--- config.mk ---
export PLATFORM = sky130hd
export DESIGN_NAME = identifier_word_splitter_core
export DESIGN_NICKNAME = d
export VERILOG_FILES = /design/src/design/iws_pkg.sv /design/src/design/iws_ram.sv /design/src/design/iws_judge.sv /design/src/design/identifier_word_splitter_core.sv
export SDC_FILE = /design/constraint.sdc
export NUM_CORES = 1
export LEC_CHECK = 0
export ABC_AREA = 1
export BUFFER_PORTS_ARGS = -buffer_cell sky130_fd_sc_hd__buf_2
export CAP_MARGIN = 10
export CORE_MARGIN = 2
export CORE_UTILIZATION = 48
export DETAILED_ROUTE_END_ITERATION = 10
export HOLD_SLACK_MARGIN = 0.12
export PLACE_DENSITY = 0.67
export SLEW_MARGIN = 25
export SYNTH_ARGS = -nofsm -noshare
export SYNTH_HDL_FRONTEND = slang
export SYNTH_SLANG_ARGS = --single-unit
--- constraint.sdc ---
create_clock -name clk -period 6.75 [get_ports clk]
set_clock_uncertainty 0.1 [all_clocks]
set_input_delay 1.35 -clock clk [delete_from_list [all_inputs] [get_ports clk]]
set_output_delay 1.35 -clock clk [all_outputs]
set_load 0.02 [all_outputs]
--- src/design/iws_pkg.sv ---
// ============================================================================
// iws_pkg
// Shared constants, byte classes and judge result type of the word splitter.
// ============================================================================
package iws_pkg;

	localparam int DEF_MAX_WORD_LENGTH = 63;
	localparam int LEN_CAP             = 63;  // store and word_length hold no more
	localparam int LEN_W               = 7;   // length counts to one past the limit
	localparam int CFG_W               = 6;
	localparam int CFG_IDX_W           = 1;
	localparam int CHUNK_W             = 64;
	localparam int CHUNK_BYTES_W       = 4;
	localparam int WORD_LEN_W          = 6;
	localparam int CHUNK_IDX_W         = 3;

	localparam logic [CFG_IDX_W-1:0] REG_MIN_WORD_LENGTH  = 1'b0;
	localparam logic [CFG_IDX_W-1:0] REG_MIN_LETTER_COUNT = 1'b1;
	localparam logic [CFG_W-1:0]     MIN_WORD_LENGTH_RST  = 6'd2;
	localparam logic [CFG_W-1:0]     MIN_LETTER_COUNT_RST = 6'd2;

	typedef struct packed {
		logic do_close;   // close the open word before anything else
		logic do_append;  // append the judged byte afterwards
	} judge_t;

	function automatic logic is_capital(input logic [7:0] c);
		return (c >= 8'h41) && (c <= 8'h5A);
	endfunction

	function automatic logic is_lower(input logic [7:0] c);
		return (c >= 8'h61) && (c <= 8'h7A);
	endfunction

	function automatic logic is_digit(input logic [7:0] c);
		return (c >= 8'h30) && (c <= 8'h39);
	endfunction

	// top-bit bytes count as letters
	function automatic logic is_letter(input logic [7:0] c);
		return is_lower(c) || is_capital(c) || c[7];
	endfunction

	function automatic logic is_alnum(input logic [7:0] c);
		return is_letter(c) || is_digit(c);
	endfunction

	function automatic logic [7:0] to_lower(input logic [7:0] c);
		return is_capital(c) ? (c | 8'h20) : c;
	endfunction

endpackage

--- src/design/iws_ram.sv ---
// ============================================================================
// iws_ram
// Generic single-port-write, single-port-read RAM with registered read.
// ============================================================================
module iws_ram #(
	parameter int WIDTH = 64,
	parameter int DEPTH = 8,
	localparam int AW   = (DEPTH > 1) ? $clog2(DEPTH) : 1
) (
	input  logic             clk,
	input  logic             we,
	input  logic [AW-1:0]    waddr,
	input  logic [WIDTH-1:0] wdata,
	input  logic             re,
	input  logic [AW-1:0]    raddr,
	output logic [WIDTH-1:0] rdata
);

	logic [WIDTH-1:0] mem [DEPTH];
	logic [WIDTH-1:0] rdata_q;

	always_ff @(posedge clk) begin
		if (we) begin
			mem[waddr] <= wdata;
		end
		if (re) begin
			rdata_q <= mem[raddr];
		end
	end

	assign rdata = rdata_q;

endmodule

--- src/design/iws_judge.sv ---
// ============================================================================
// iws_judge
// Word boundary decision for one byte, given its neighbours.
// ============================================================================
module iws_judge (
	input  logic          en,         // a byte is judged in this phase
	input  logic          flush,      // closing phase at end of identifier
	input  logic          word_open,  // a word is open
	input  logic [7:0]    cur,
	input  logic [7:0]    prev,
	input  logic          has_next,
	input  logic [7:0]    nxt,
	output iws_pkg::judge_t res
);
	import iws_pkg::*;

	logic alnum;
	logic split;

	always_comb begin
		alnum = is_alnum(cur);
		// capital after lower/digit, or capital in a capital run before a lower
		split = word_open && is_capital(cur) &&
			(is_lower(prev) || is_digit(prev) ||
			 (is_capital(prev) && has_next && is_lower(nxt)));
		res.do_close  = flush ? word_open : (en && (alnum ? split : word_open));
		res.do_append = en && alnum && !flush;
	end

endmodule

--- src/design/identifier_word_splitter_core.sv ---
// ============================================================================
// identifier_word_splitter_core
// Splits identifier bytes into lowercased words, emitted in 8-byte chunks.
// ============================================================================
// Usage
//  - in channel: one byte (ch) per item, end_of_identifier on the final byte.
//    in_ready is high only while the sequencer is idle; one item is handled
//    at a time.
//  - out channel: one chunk per item, up to 8 bytes, first byte in bits 7..0,
//    with chunk_bytes, the word's total word_length and last_chunk.
//  - cfg port: cfg_we/cfg_index/cfg_data, index 0 min_word_length, index 1
//    min_letter_count; write only while idle.
//  - Steps: a byte that closes no word passes through judge, append and
//    idle. The final byte of an identifier adds steps for judging it and
//    closing the open word. Every chunk adds a row read step and an output
//    load, as long as the receiver keeps out_ready high.
//  - The word store holds full 8-byte rows; the newest row also sits in a
//    row buffer that gives the last chunk; others are single memory reads.
//  - A stalled receiver holds the sequencer in the output load step; the
//    last chunk of a word frees it at once, so the next byte can be taken
//    while that chunk still waits in the output register.
//  - Reset clears all control state and restores both limits to 2; the
//    word store is not cleared, only rows written for the open word are read.
// ============================================================================
module identifier_word_splitter_core #(
	parameter int MAX_WORD_LENGTH = iws_pkg::DEF_MAX_WORD_LENGTH
) (
	input  logic                                  clk,
	input  logic                                  arst_n,
	// input bytes
	input  logic                                  in_valid,
	output logic                                  in_ready,
	input  logic [7:0]                            ch,
	input  logic                                  end_of_identifier,
	// word chunks
	output logic                                  out_valid,
	input  logic                                  out_ready,
	output logic [iws_pkg::CHUNK_W-1:0]           chunk,
	output logic [iws_pkg::CHUNK_BYTES_W-1:0]     chunk_bytes,
	output logic [iws_pkg::WORD_LEN_W-1:0]        word_length,
	output logic                                  last_chunk,
	// configuration
	input  logic                                  cfg_we,
	input  logic [iws_pkg::CFG_IDX_W-1:0]         cfg_index,
	input  logic [iws_pkg::CFG_W-1:0]             cfg_data
);
	import iws_pkg::*;

	// longest kept word, limited by the store and the word_length field
	localparam int LIMIT = (MAX_WORD_LENGTH < LEN_CAP) ? MAX_WORD_LENGTH : LEN_CAP;
	localparam int ROWS  = (LIMIT + 7) / 8;
	localparam int ROW_W = (ROWS > 1) ? $clog2(ROWS) : 1;
	localparam logic [LEN_W-1:0] LIMIT_L = LEN_W'(LIMIT);

	typedef enum logic [2:0] {
		S_IDLE,
		S_JUDGE,
		S_RD,
		S_LD,
		S_APPEND
	} state_t;

	// judging phases: held byte, then final byte and final close at identifier end
	typedef enum logic [1:0] {
		PH_HELD,
		PH_FINAL,
		PH_CLOSE
	} phase_t;

	state_t state_q;
	phase_t phase_q;

	// item being worked on
	logic [7:0]             cur_q;
	logic                   last_q;
	// hold-back state
	logic [7:0]             held_q;
	logic                   held_valid_q;
	logic [7:0]             before_held_q;
	// open word
	logic                   inside_q;
	logic [LEN_W-1:0]       word_len_q;
	logic [LEN_W-1:0]       letters_q;
	logic [CHUNK_W-1:0]     row_buf_q;
	logic                   append_pend_q;
	logic [CHUNK_IDX_W-1:0] chunk_idx_q;
	// limits
	logic [CFG_W-1:0]       min_len_q;
	logic [CFG_W-1:0]       min_let_q;
	// output register
	logic                      out_valid_q;
	logic [CHUNK_W-1:0]        chunk_q;
	logic [CHUNK_BYTES_W-1:0]  chunk_bytes_q;
	logic [WORD_LEN_W-1:0]     word_length_q;
	logic                      last_chunk_q;

	// judge inputs
	judge_t      jres;
	logic        judge_en;
	logic [7:0]  judge_byte;

	// append path
	logic [7:0]         app_byte;
	logic [CHUNK_W-1:0] buf_next;
	logic               ram_we;

	// emission path
	logic [LEN_W-1:0]          len_m1;
	logic [CHUNK_IDX_W-1:0]    last_idx;
	logic                      at_last;
	logic                      keep_word;
	logic                      out_free;
	logic                      ram_re;
	logic [CHUNK_W-1:0]        ram_rdata;
	logic [CHUNK_BYTES_W-1:0]  cur_bytes;

	always_comb begin
		judge_en   = ((phase_q == PH_HELD) && held_valid_q) || (phase_q == PH_FINAL);
		judge_byte = (phase_q == PH_HELD) ? held_q : cur_q;
	end

	iws_judge u_judge (
		.en       (judge_en),
		.flush    (phase_q == PH_CLOSE),
		.word_open(inside_q),
		.cur      (judge_byte),
		.prev     (before_held_q),
		.has_next (phase_q == PH_HELD),
		.nxt      (cur_q),
		.res      (jres)
	);

	always_comb begin
		app_byte = to_lower(judge_byte);
		// a new row starts clean, so bytes past the word end read as zero
		if (word_len_q[2:0] == 3'd0) begin
			buf_next = CHUNK_W'(app_byte);
		end else begin
			buf_next = row_buf_q | (CHUNK_W'(app_byte) << {word_len_q[2:0], 3'b000});
		end
		// full rows go to the store; the partial row stays in the buffer
		ram_we = (state_q == S_APPEND) && append_pend_q &&
			(word_len_q < LIMIT_L) && (word_len_q[2:0] == 3'd7);

		len_m1    = word_len_q - LEN_W'(1);
		last_idx  = len_m1[5:3];
		at_last   = (chunk_idx_q == last_idx);
		keep_word = inside_q && (word_len_q >= {1'b0, min_len_q}) &&
			(word_len_q <= LIMIT_L) && (letters_q >= {1'b0, min_let_q});
		out_free  = !out_valid_q || out_ready;
		ram_re    = (state_q == S_RD) && !at_last;
		cur_bytes = at_last ? (CHUNK_BYTES_W'(len_m1[2:0]) + CHUNK_BYTES_W'(1))
			: CHUNK_BYTES_W'(8);
	end

	iws_ram #(
		.WIDTH (CHUNK_W),
		.DEPTH (ROWS)
	) u_store (
		.clk   (clk),
		.we    (ram_we),
		.waddr (ROW_W'(word_len_q[5:3])),
		.wdata (buf_next),
		.re    (ram_re),
		.raddr (ROW_W'(chunk_idx_q)),
		.rdata (ram_rdata)
	);

	always_ff @(posedge clk or negedge arst_n) begin
		if (!arst_n) begin
			state_q       <= S_IDLE;
			phase_q       <= PH_HELD;
			last_q        <= 1'b0;
			held_q        <= 8'd0;
			held_valid_q  <= 1'b0;
			before_held_q <= 8'd0;
			inside_q      <= 1'b0;
			word_len_q    <= '0;
			letters_q     <= '0;
			append_pend_q <= 1'b0;
			chunk_idx_q   <= '0;
			min_len_q     <= MIN_WORD_LENGTH_RST;
			min_let_q     <= MIN_LETTER_COUNT_RST;
			out_valid_q   <= 1'b0;
		end else begin
			if (cfg_we) begin
				case (cfg_index)
					REG_MIN_WORD_LENGTH:  min_len_q <= cfg_data;
					REG_MIN_LETTER_COUNT: min_let_q <= cfg_data;
					default: ;
				endcase
			end

			// a load in the same cycle refills the register instead
			if (out_valid_q && out_ready && (state_q != S_LD)) begin
				out_valid_q <= 1'b0;
			end

			case (state_q)
				S_IDLE: begin
					if (in_valid) begin
						cur_q   <= ch;
						last_q  <= end_of_identifier;
						phase_q <= PH_HELD;
						state_q <= S_JUDGE;
					end
				end

				S_JUDGE: begin
					append_pend_q <= jres.do_append;
					chunk_idx_q   <= '0;
					if (jres.do_close && keep_word) begin
						state_q <= S_RD;
					end else begin
						if (jres.do_close) begin
							inside_q   <= 1'b0;
							word_len_q <= '0;
							letters_q  <= '0;
						end
						state_q <= S_APPEND;
					end
				end

				// row read issued combinationally; last chunk comes from the buffer
				S_RD: begin
					state_q <= S_LD;
				end

				S_LD: begin
					if (out_free) begin
						out_valid_q   <= 1'b1;
						chunk_q       <= at_last ? row_buf_q : ram_rdata;
						chunk_bytes_q <= cur_bytes;
						word_length_q <= word_len_q[WORD_LEN_W-1:0];
						last_chunk_q  <= at_last;
						chunk_idx_q   <= chunk_idx_q + CHUNK_IDX_W'(1);
						if (at_last) begin
							inside_q   <= 1'b0;
							word_len_q <= '0;
							letters_q  <= '0;
							state_q    <= S_APPEND;
						end else begin
							state_q <= S_RD;
						end
					end
				end

				S_APPEND: begin
					if (append_pend_q) begin
						inside_q <= 1'b1;
						if (word_len_q <= LIMIT_L) begin
							if (word_len_q < LIMIT_L) begin
								row_buf_q <= buf_next;
							end
							if (is_letter(app_byte)) begin
								letters_q <= letters_q + LEN_W'(1);
							end
							word_len_q <= word_len_q + LEN_W'(1);
						end
					end
					append_pend_q <= 1'b0;
					case (phase_q)
						PH_HELD: begin
							before_held_q <= held_valid_q ? held_q : 8'd0;
							held_q        <= cur_q;
							held_valid_q  <= 1'b1;
							if (last_q) begin
								phase_q <= PH_FINAL;
								state_q <= S_JUDGE;
							end else begin
								state_q <= S_IDLE;
							end
						end
						PH_FINAL: begin
							phase_q <= PH_CLOSE;
							state_q <= S_JUDGE;
						end
						PH_CLOSE: begin
							held_q        <= 8'd0;
							held_valid_q  <= 1'b0;
							before_held_q <= 8'd0;
							phase_q       <= PH_HELD;
							state_q       <= S_IDLE;
						end
						default: begin
							phase_q <= PH_HELD;
							state_q <= S_IDLE;
						end
					endcase
				end

				default: begin
					state_q <= S_IDLE;
				end
			endcase
		end
	end

	assign in_ready    = (state_q == S_IDLE);
	assign out_valid   = out_valid_q;
	assign chunk       = chunk_q;
	assign chunk_bytes = chunk_bytes_q;
	assign word_length = word_length_q;
	assign last_chunk  = last_chunk_q;

endmodule

== After elaboration in Yosys (flattened, before gate mapping) ==
Memories as Yosys holds them, arrays and structs flattened. A register that Yosys moved wholly into a read port is not among the register bits.
Index checks and enable logic that the tools add are counted.

* Register bits: 202
* Latch bits: 0
* Bits in writable memories: 512
* Memory bits (read-only): 0
* Input bits: 21
* Logic and storage cells: 175
* Memories kept: 1

{| class="wikitable"
|+ Memory list
! name !! depth !! width !! read ports !! clocked after Yosys merged registers in !! write ports !! RTL line !! RTL
|-
| u_store.mem || 8 || 64 || 1 || 1 || 1 || iws_ram.sv:19 || <nowiki>logic [WIDTH-1:0] mem [DEPTH];</nowiki>
|}

* $add $sub $neg: 5
* Multipliers: 0
* Div/mod/pow operators: 0
* Order comparisons: 22
* Eq/ne operators: 18
* Shift-type cells: 1
* Muxes and demuxes: 46
* Bitwise gates (word level): 2
* Reductions and logical operators: 60

{| class="wikitable"
|+ Operators with widths
! operator !! number
|-
| 64-bit two-way mux || 2
|-
| 64-bit bitwise OR || 1
|-
| 8-bit by 6-bit left shift with 64-bit output || 1
|-
| 7-bit two-way mux || 9
|-
| 8-bit by 7-bit >= comparator with 1-bit output (second input constant) || 7
|-
| 8-bit by 7-bit <= comparator with 1-bit output (second input constant) || 7
|-
| 7-bit one-hot mux with 3 select lines || 2
|-
| 8-bit one-hot mux with 2 select lines || 2
|-
| 1-bit logical AND || 27
|-
| 8-bit by 6-bit >= comparator with 1-bit output (second input constant) || 2
|-
| 8-bit by 6-bit <= comparator with 1-bit output (second input constant) || 2
|-
| 8-bit two-way mux || 2
|-
| 3-bit two-way mux || 5
|-
| 3-bit one-hot mux with 5 select lines || 1
|-
| 7-bit by 1-bit adder with 7-bit output (second input constant) || 2
|-
| 7-bit by 6-bit >= comparator with 1-bit output || 2
|-
| 1-bit two-way mux || 13
|-
| 2-bit inequality test (second input constant) || 6
|-
| 3-bit one-hot mux with 2 select lines || 2
|-
| 2-bit AND reduction || 6
|-
| 1-bit logical OR || 9
|-
| 3-bit AND reduction || 3
|-
| 2-bit one-hot mux with 2 select lines || 2
|-
| 8-bit AND reduction || 1
|-
| 27 further kinds || 38
|}

== Logic depth before layout (Yosys ltp) ==
* Depth in word-level cells: 13
* Gate-level depth with buffers: 21
* Depth with buffers taken out: 20

== Modules after synthesis ==
A second synthesis with hierarchy kept.

* Cells, all modules: 3,327
* Area total of the unflattened synthesis: 34,050.2 µm²

{| class="wikitable"
|+ Modules (own cells, without submodules)
! module !! times used !! cells each !! area each (µm²) !! seq. area each (µm²)
|-
| iws_ram || 1 || 2,294 || 24,298.3 || 17,296.6
|-
| identifier_word_splitter_core || 1 || 940 || 9,351.5 || 5,793.1
|-
| iws_judge || 1 || 93 || 400.4 || 0.0
|}

== Worst setup path after synthesis ==
No wires, ideal clock.

* Kind: flip-flop to flip-flop
* From: register state_q[1]
* To: memory u_store.mem[1][0] (enable)
* Setup time: 0.565 ns
* Data arrival time: 5.758 ns
* Data required time: 6.085 ns
* Path slack: 0.327 ns
* Stages on the path, launching flop included: 8
* Buffers on the path: 0
* Clock period less this slack: 6.423 ns
* Cells stage by stage: dfrtp_1 > nor2_1 > inv_1 > nor2_1 > o2111ai_1 > nor2_1 > nand2_1 > nor3_1

* Word-level cells in the longest chain between the ends: 6

{| class="wikitable"
|+ RTL lines
! what !! RTL line !! RTL
|-
| from (decl) || identifier_word_splitter_core.sv:70 || <nowiki>state_t state_q;</nowiki>
|-
| from (signal assigned) || identifier_word_splitter_core.sv:171 || <nowiki>state_q <= S_IDLE;</nowiki>
|-
| from (signal assigned) || identifier_word_splitter_core.sv:205 || <nowiki>state_q <= S_JUDGE;</nowiki>
|-
| from (signal assigned) || identifier_word_splitter_core.sv:213 || <nowiki>state_q <= S_RD;</nowiki>
|-
| 3-bit equality test || identifier_word_splitter_core.sv:142 || <nowiki>ram_we = (state_q == S_APPEND) && append_pend_q &&</nowiki>
|-
| 1-bit logical AND (2 in series) || identifier_word_splitter_core.sv:142 ||
|-
| 1-bit logical AND || identifier_word_splitter_core.sv:143 || <nowiki>(word_len_q < LIMIT_L) && (word_len_q[2:0] == 3'd7);</nowiki>
|-
| 1-bit two-way mux || iws_ram.sv:23 || <nowiki>if (we) begin</nowiki>
|-
| 1-bit two-way mux (implied by the code) || iws_ram.sv:24 || <nowiki>mem[waddr] <= wdata;</nowiki>
|-
| to (decl) || iws_ram.sv:19 ||
|}

Every way passes these cells.

== Worst setup path in the final report ==
* From: register word_len_q[0]
* To: memory u_store.mem[7][43] (enable)

* Word-level cells in the longest chain between the ends: 5

{| class="wikitable"
|+ RTL lines
! what !! RTL line !! RTL
|-
| from (decl) || identifier_word_splitter_core.sv:82 || <nowiki>logic [LEN_W-1:0] word_len_q;</nowiki>
|-
| from (signal assigned) || identifier_word_splitter_core.sv:258 || <nowiki>word_len_q <= word_len_q + LEN_W'(1);</nowiki>
|-
| 7-bit by 6-bit less-than comparator with 1-bit output || identifier_word_splitter_core.sv:143 ||
|-
| 1-bit logical AND || identifier_word_splitter_core.sv:142 ||
|-
| 1-bit logical AND (*) || identifier_word_splitter_core.sv:143 ||
|-
| 1-bit two-way mux (*) || iws_ram.sv:23 ||
|-
| 1-bit two-way mux (implied by the code) (*) || iws_ram.sv:24 ||
|}

Every way passes the cells marked *; elsewhere a longest branch is shown, timed or not.

==> results by group <==
Route
  • DR WL/cell: 21.4 um
  • Met3 Wirelength: 5950 um
  • WL final: 75,600 um
  • Drt first pass iters: 8
  • Top Layer Used: met5
  • Met1 wire length: 30,800 um
  • Drt drc: 0
  • Antenna-violating nets left: 0
  • DRT iter0 DRCs: 2,331
  • Via count: 20,200
  • Met2 wire len: 36,800 um
  • Drt via density: 5.71

Floorplanning
  • Die Area: 67,200 um2
  • Core ar.: 64,500 um2
  • Chip Height: 259 um
  • Core Rows: 93
  • Ports: 98
  • Initial core utilization: 48.5%
  • Die width: 259 um

Global routing
  • Global route overflow: 0
  • Pin count of the biggest net entering global routing: 146
  • Total Routing Usage GR: 22.5%
  • First-pass GRT wire length: 115,000 um
  • Initial antenna violation count: 5
  • Number of global-route vias before repair: 19,700

Power
  • P_sw: 3430 uW
  • PD cells: 342 nW/um2
  • Seq pwr share: 48.6%
  • Leak: 0.0125 uW
  • Combinational share of power: 17.1%
  • Internal power: 8530 uW
  • Clock share of power: 34.4%
  • Worst vdd ir: 193 uV
  • Sw Share: 28.7%

Synth
  • Cell with the most instances after synthesis: edfxtp_1
  • Register area share after synthesis: 73.8%
  • Synthesized instance count: 2,556
  • Synth Area in XOR/XNOR: 0.224%
  • Dominant cells by area after synthesis: edfxtp_1 (69%), nor2_1 (6.2%), o21ai_0 (6.1%), dfrtp_1 (4.2%), nand2_1 (2.6%)
  • Simple-Gate Fraction of Synth Area: 11.1%
  • Number of enable flip-flop cells after synthesis: 723
  • Post-synth top area share: 69.4%
  • Mapped cell area: 31,300 um2
  • Mux cell area share after synthesis: 0.0360%
  • Adder-cell area share of the yosys netlist: 0.720%
  • Complex-gate fraction of the synthesized area: 10.4%
  • Post-Syn Area per Cell: 12.2 um2
  • FF+latch count, synth: 778
  • Yosys top cell by area: edfxtp_1
  • Main synth FF type: edfxtp_1
  • Synth cell count leaders: edfxtp_1 (723), nor2_1 (517), o21ai_0 (381), nand2_1 (217), inv_1 (150)
  • Largest family of logic cells by synthesized area: simple AND/OR/NAND/NOR gates
  • Synth Net Count: 2,595
  • Cell variety after synth: 47
  • Ys async rst share: 7.07%
  • YS warnings: 0

STA
  • Rel. slew slack: 30.8%
  • Tightest Pin Transition: 1.03 ns
  • Fmax: 0.245 GHz
  • Fin crit period: 4.09 ns
  • Final setup fails: 0
  • Slew Limit Fails: 0
  • Hold Fails Final Rpt: 0
  • Post-Route Setup TNS: 0 ns
  • Final Cycle Share: 60.6%
  • RSZ-0062 raised after global routing: false

Clock network
  • H-tree Lvls: 3
  • Resized cells post-CTS: 0
  • Clk root buf: clkbuf_16
  • Clock Tree Buf Depth: 3
  • Clock transition at path regs: 0.06 ns
  • Clk_lat worst skew: 0.61 ns
  • TritonCTS buffer count: 76
  • CTS tree: built
  • Postcts setup bufs: 0
  • CTS Sinks: 778
  • Hold-fix buffers at CTS: 0

Outcome
  • Outcome: finished clean

Critical path
  • Largest stage delay, worst path: 0.79 ns
  • Startpoint types: flip-flop
  • Critical path capture point type: flip-flop
  • CP Class: reg -> reg
  • Req. time, crit path: 6.88 ns
  • Data arrival, critical path: 4.22 ns
  • Largest fanout on the critical path: 47
  • Worst path cell trace: inv_2, nor2_2, inv_2, nor2_1, inv_1, o2111ai_1, nor2_1, nand2_1, nor2_4, buf_4
  • Critical-path top delay cell: buf_4

Cells and area
  • Area grow syn2layout: 11.9%
  • Nets@finish: 2,662
  • Ant diodes: 0
  • Finished Core Util: 54.3%
  • # fillers: 5,268
  • Share of cells above drive strength 1: 11.0%

Run
  • Max Cap Viol: 0

Min path
  • Hold WC Path Type: reg -> reg

Placed design
  • RD Place Congestion: 0.895
  • Port Buffers: 97
  • Post-DP HPWL: 42,600 um
-- cells by family (layout without fill, tap and decap cells) --
group,count (synthesis),in the layout
buffers and inverters,299,418
adders and majority gates,18,18
and+or+nand+nor,852,852
DFF,778,778
xor gates and xnor gates,8,8
muxes,1,1
AOI/OAI and AO/OA,600,600
-- final timing paths --
path | start | to | slack (ns) | cells past startpoint
worst max-delay path | word_len_q[0] | u_store.mem[7][43] | 2.66 | 10
worst min-delay path | min_len_q[5] | min_len_q[5] | 0.40 | 2
worst max register to register | word_len_q[0] | u_store.mem[7][43] | 2.66 | 10
worst min register to register | min_len_q[5] | min_len_q[5] | 0.40 | 2
max in group asynchronous | arst_n | chunk_idx_q[0] | 5.20 | 2
min in group asynchronous | arst_n | letters_q[2] | 0.78 | 2
-- critical path, delay by kind of cell (launching register included) --
| family | cells | cell delay [ns] |
|---|---|---|
| compound gates | 1 | 0.20 |
| flops | 1 | 0.67 |
| buf+inv | 4 | 1.30 |
| simple gates | 5 | 1.37 |
-- power by group through the flow --
| stage | logic (uW) | clock network, uW | registers [uW] |
|---|---|---|---|
| finish | 2040 | 4110 | 5810 |
| global route | 2250 | 4330 | 5820 |
| CTS | 2010 | 4160 | 5810 |
| detailed placement | 2010 | 0 | 5910 |
| global placement | 1930 | 0 | 5900 |
| floorplan | 1440 | 0 | 5850 |
-- stage by stage --
step	instance area [um2]	std cells	hold WS [ns]	setup slack, ns	power [uW]
after floorplan	31300	2556	0.345	0.327	7290
after global placement	32600	3399	0.378	2.52	7830
after detailed placement	32700	3400	0.387	2.46	7920
after CTS	35000	3530	0.405	2.70	12000
after global routing	35000	3530	0.429	2.42	12400
final	35000	3530	0.399	2.66	12000
-- sequential cells by signal, indices dropped and copies added (netlist names) --
name,cells
u_store.mem,512
chunk,64
row_buf_q,64
u_store.rdata,64
before_held_q,8
cur_q,8
held_q,8
letters_q,7
word_len_q,7
min_len_q,6
min_let_q,6
word_length,6
chunk_bytes,4
chunk_idx_q,3
state_q,3
phase_q,2
append_pend_q,1
held_valid_q,1
inside_q,1
last_chunk,1
last_q,1
out_valid,1
-- cell usage in the layout (no fill, tap or decap), types with 8 or more instances in the layout --
master     Yosys  layout
a31oi_1       64      64
clkbuf_16      0      77
nor2_1       517     511
nand4_1       17      17
o21ai_1        6      10
clkinv_1       2      16
nand2_2       17      17
o21ai_0      381     377
o22ai_1       79      79
nand3_1       57      57
nor2_4         2       8
clkinv_2       0      13
nand2_1      217     217
clkbuf_1     111      12
a21oi_1       47      47
inv_1        150     146
buf_4          0      31
dfrtp_1       53      51
edfxtp_1     723     723
ha_1          18      18
buf_2         13      97
-- area by class of cell --
cell class	count	area (um2)	share of cell area [%]
clock buffer	89	1970	5.63
clock inverter	41	387	1.10
inverter	157	601	1.72
multi-input combinational	1479	7120	20.3
sequential	778	23100	66.0
tap	855	1070	3.06
timing repair buffer	131	768	2.19
-- metal layers --
metal / vias to the layer above / global-route usage, %
met2: 862 / 37.7
met5: - / 0
met4: 6 / 7.85
li1: 9230 / -
met1: 9901 / 29.9
met3: 151 / 3.42
Note: power is estimated with default switching activity, not from simulation.
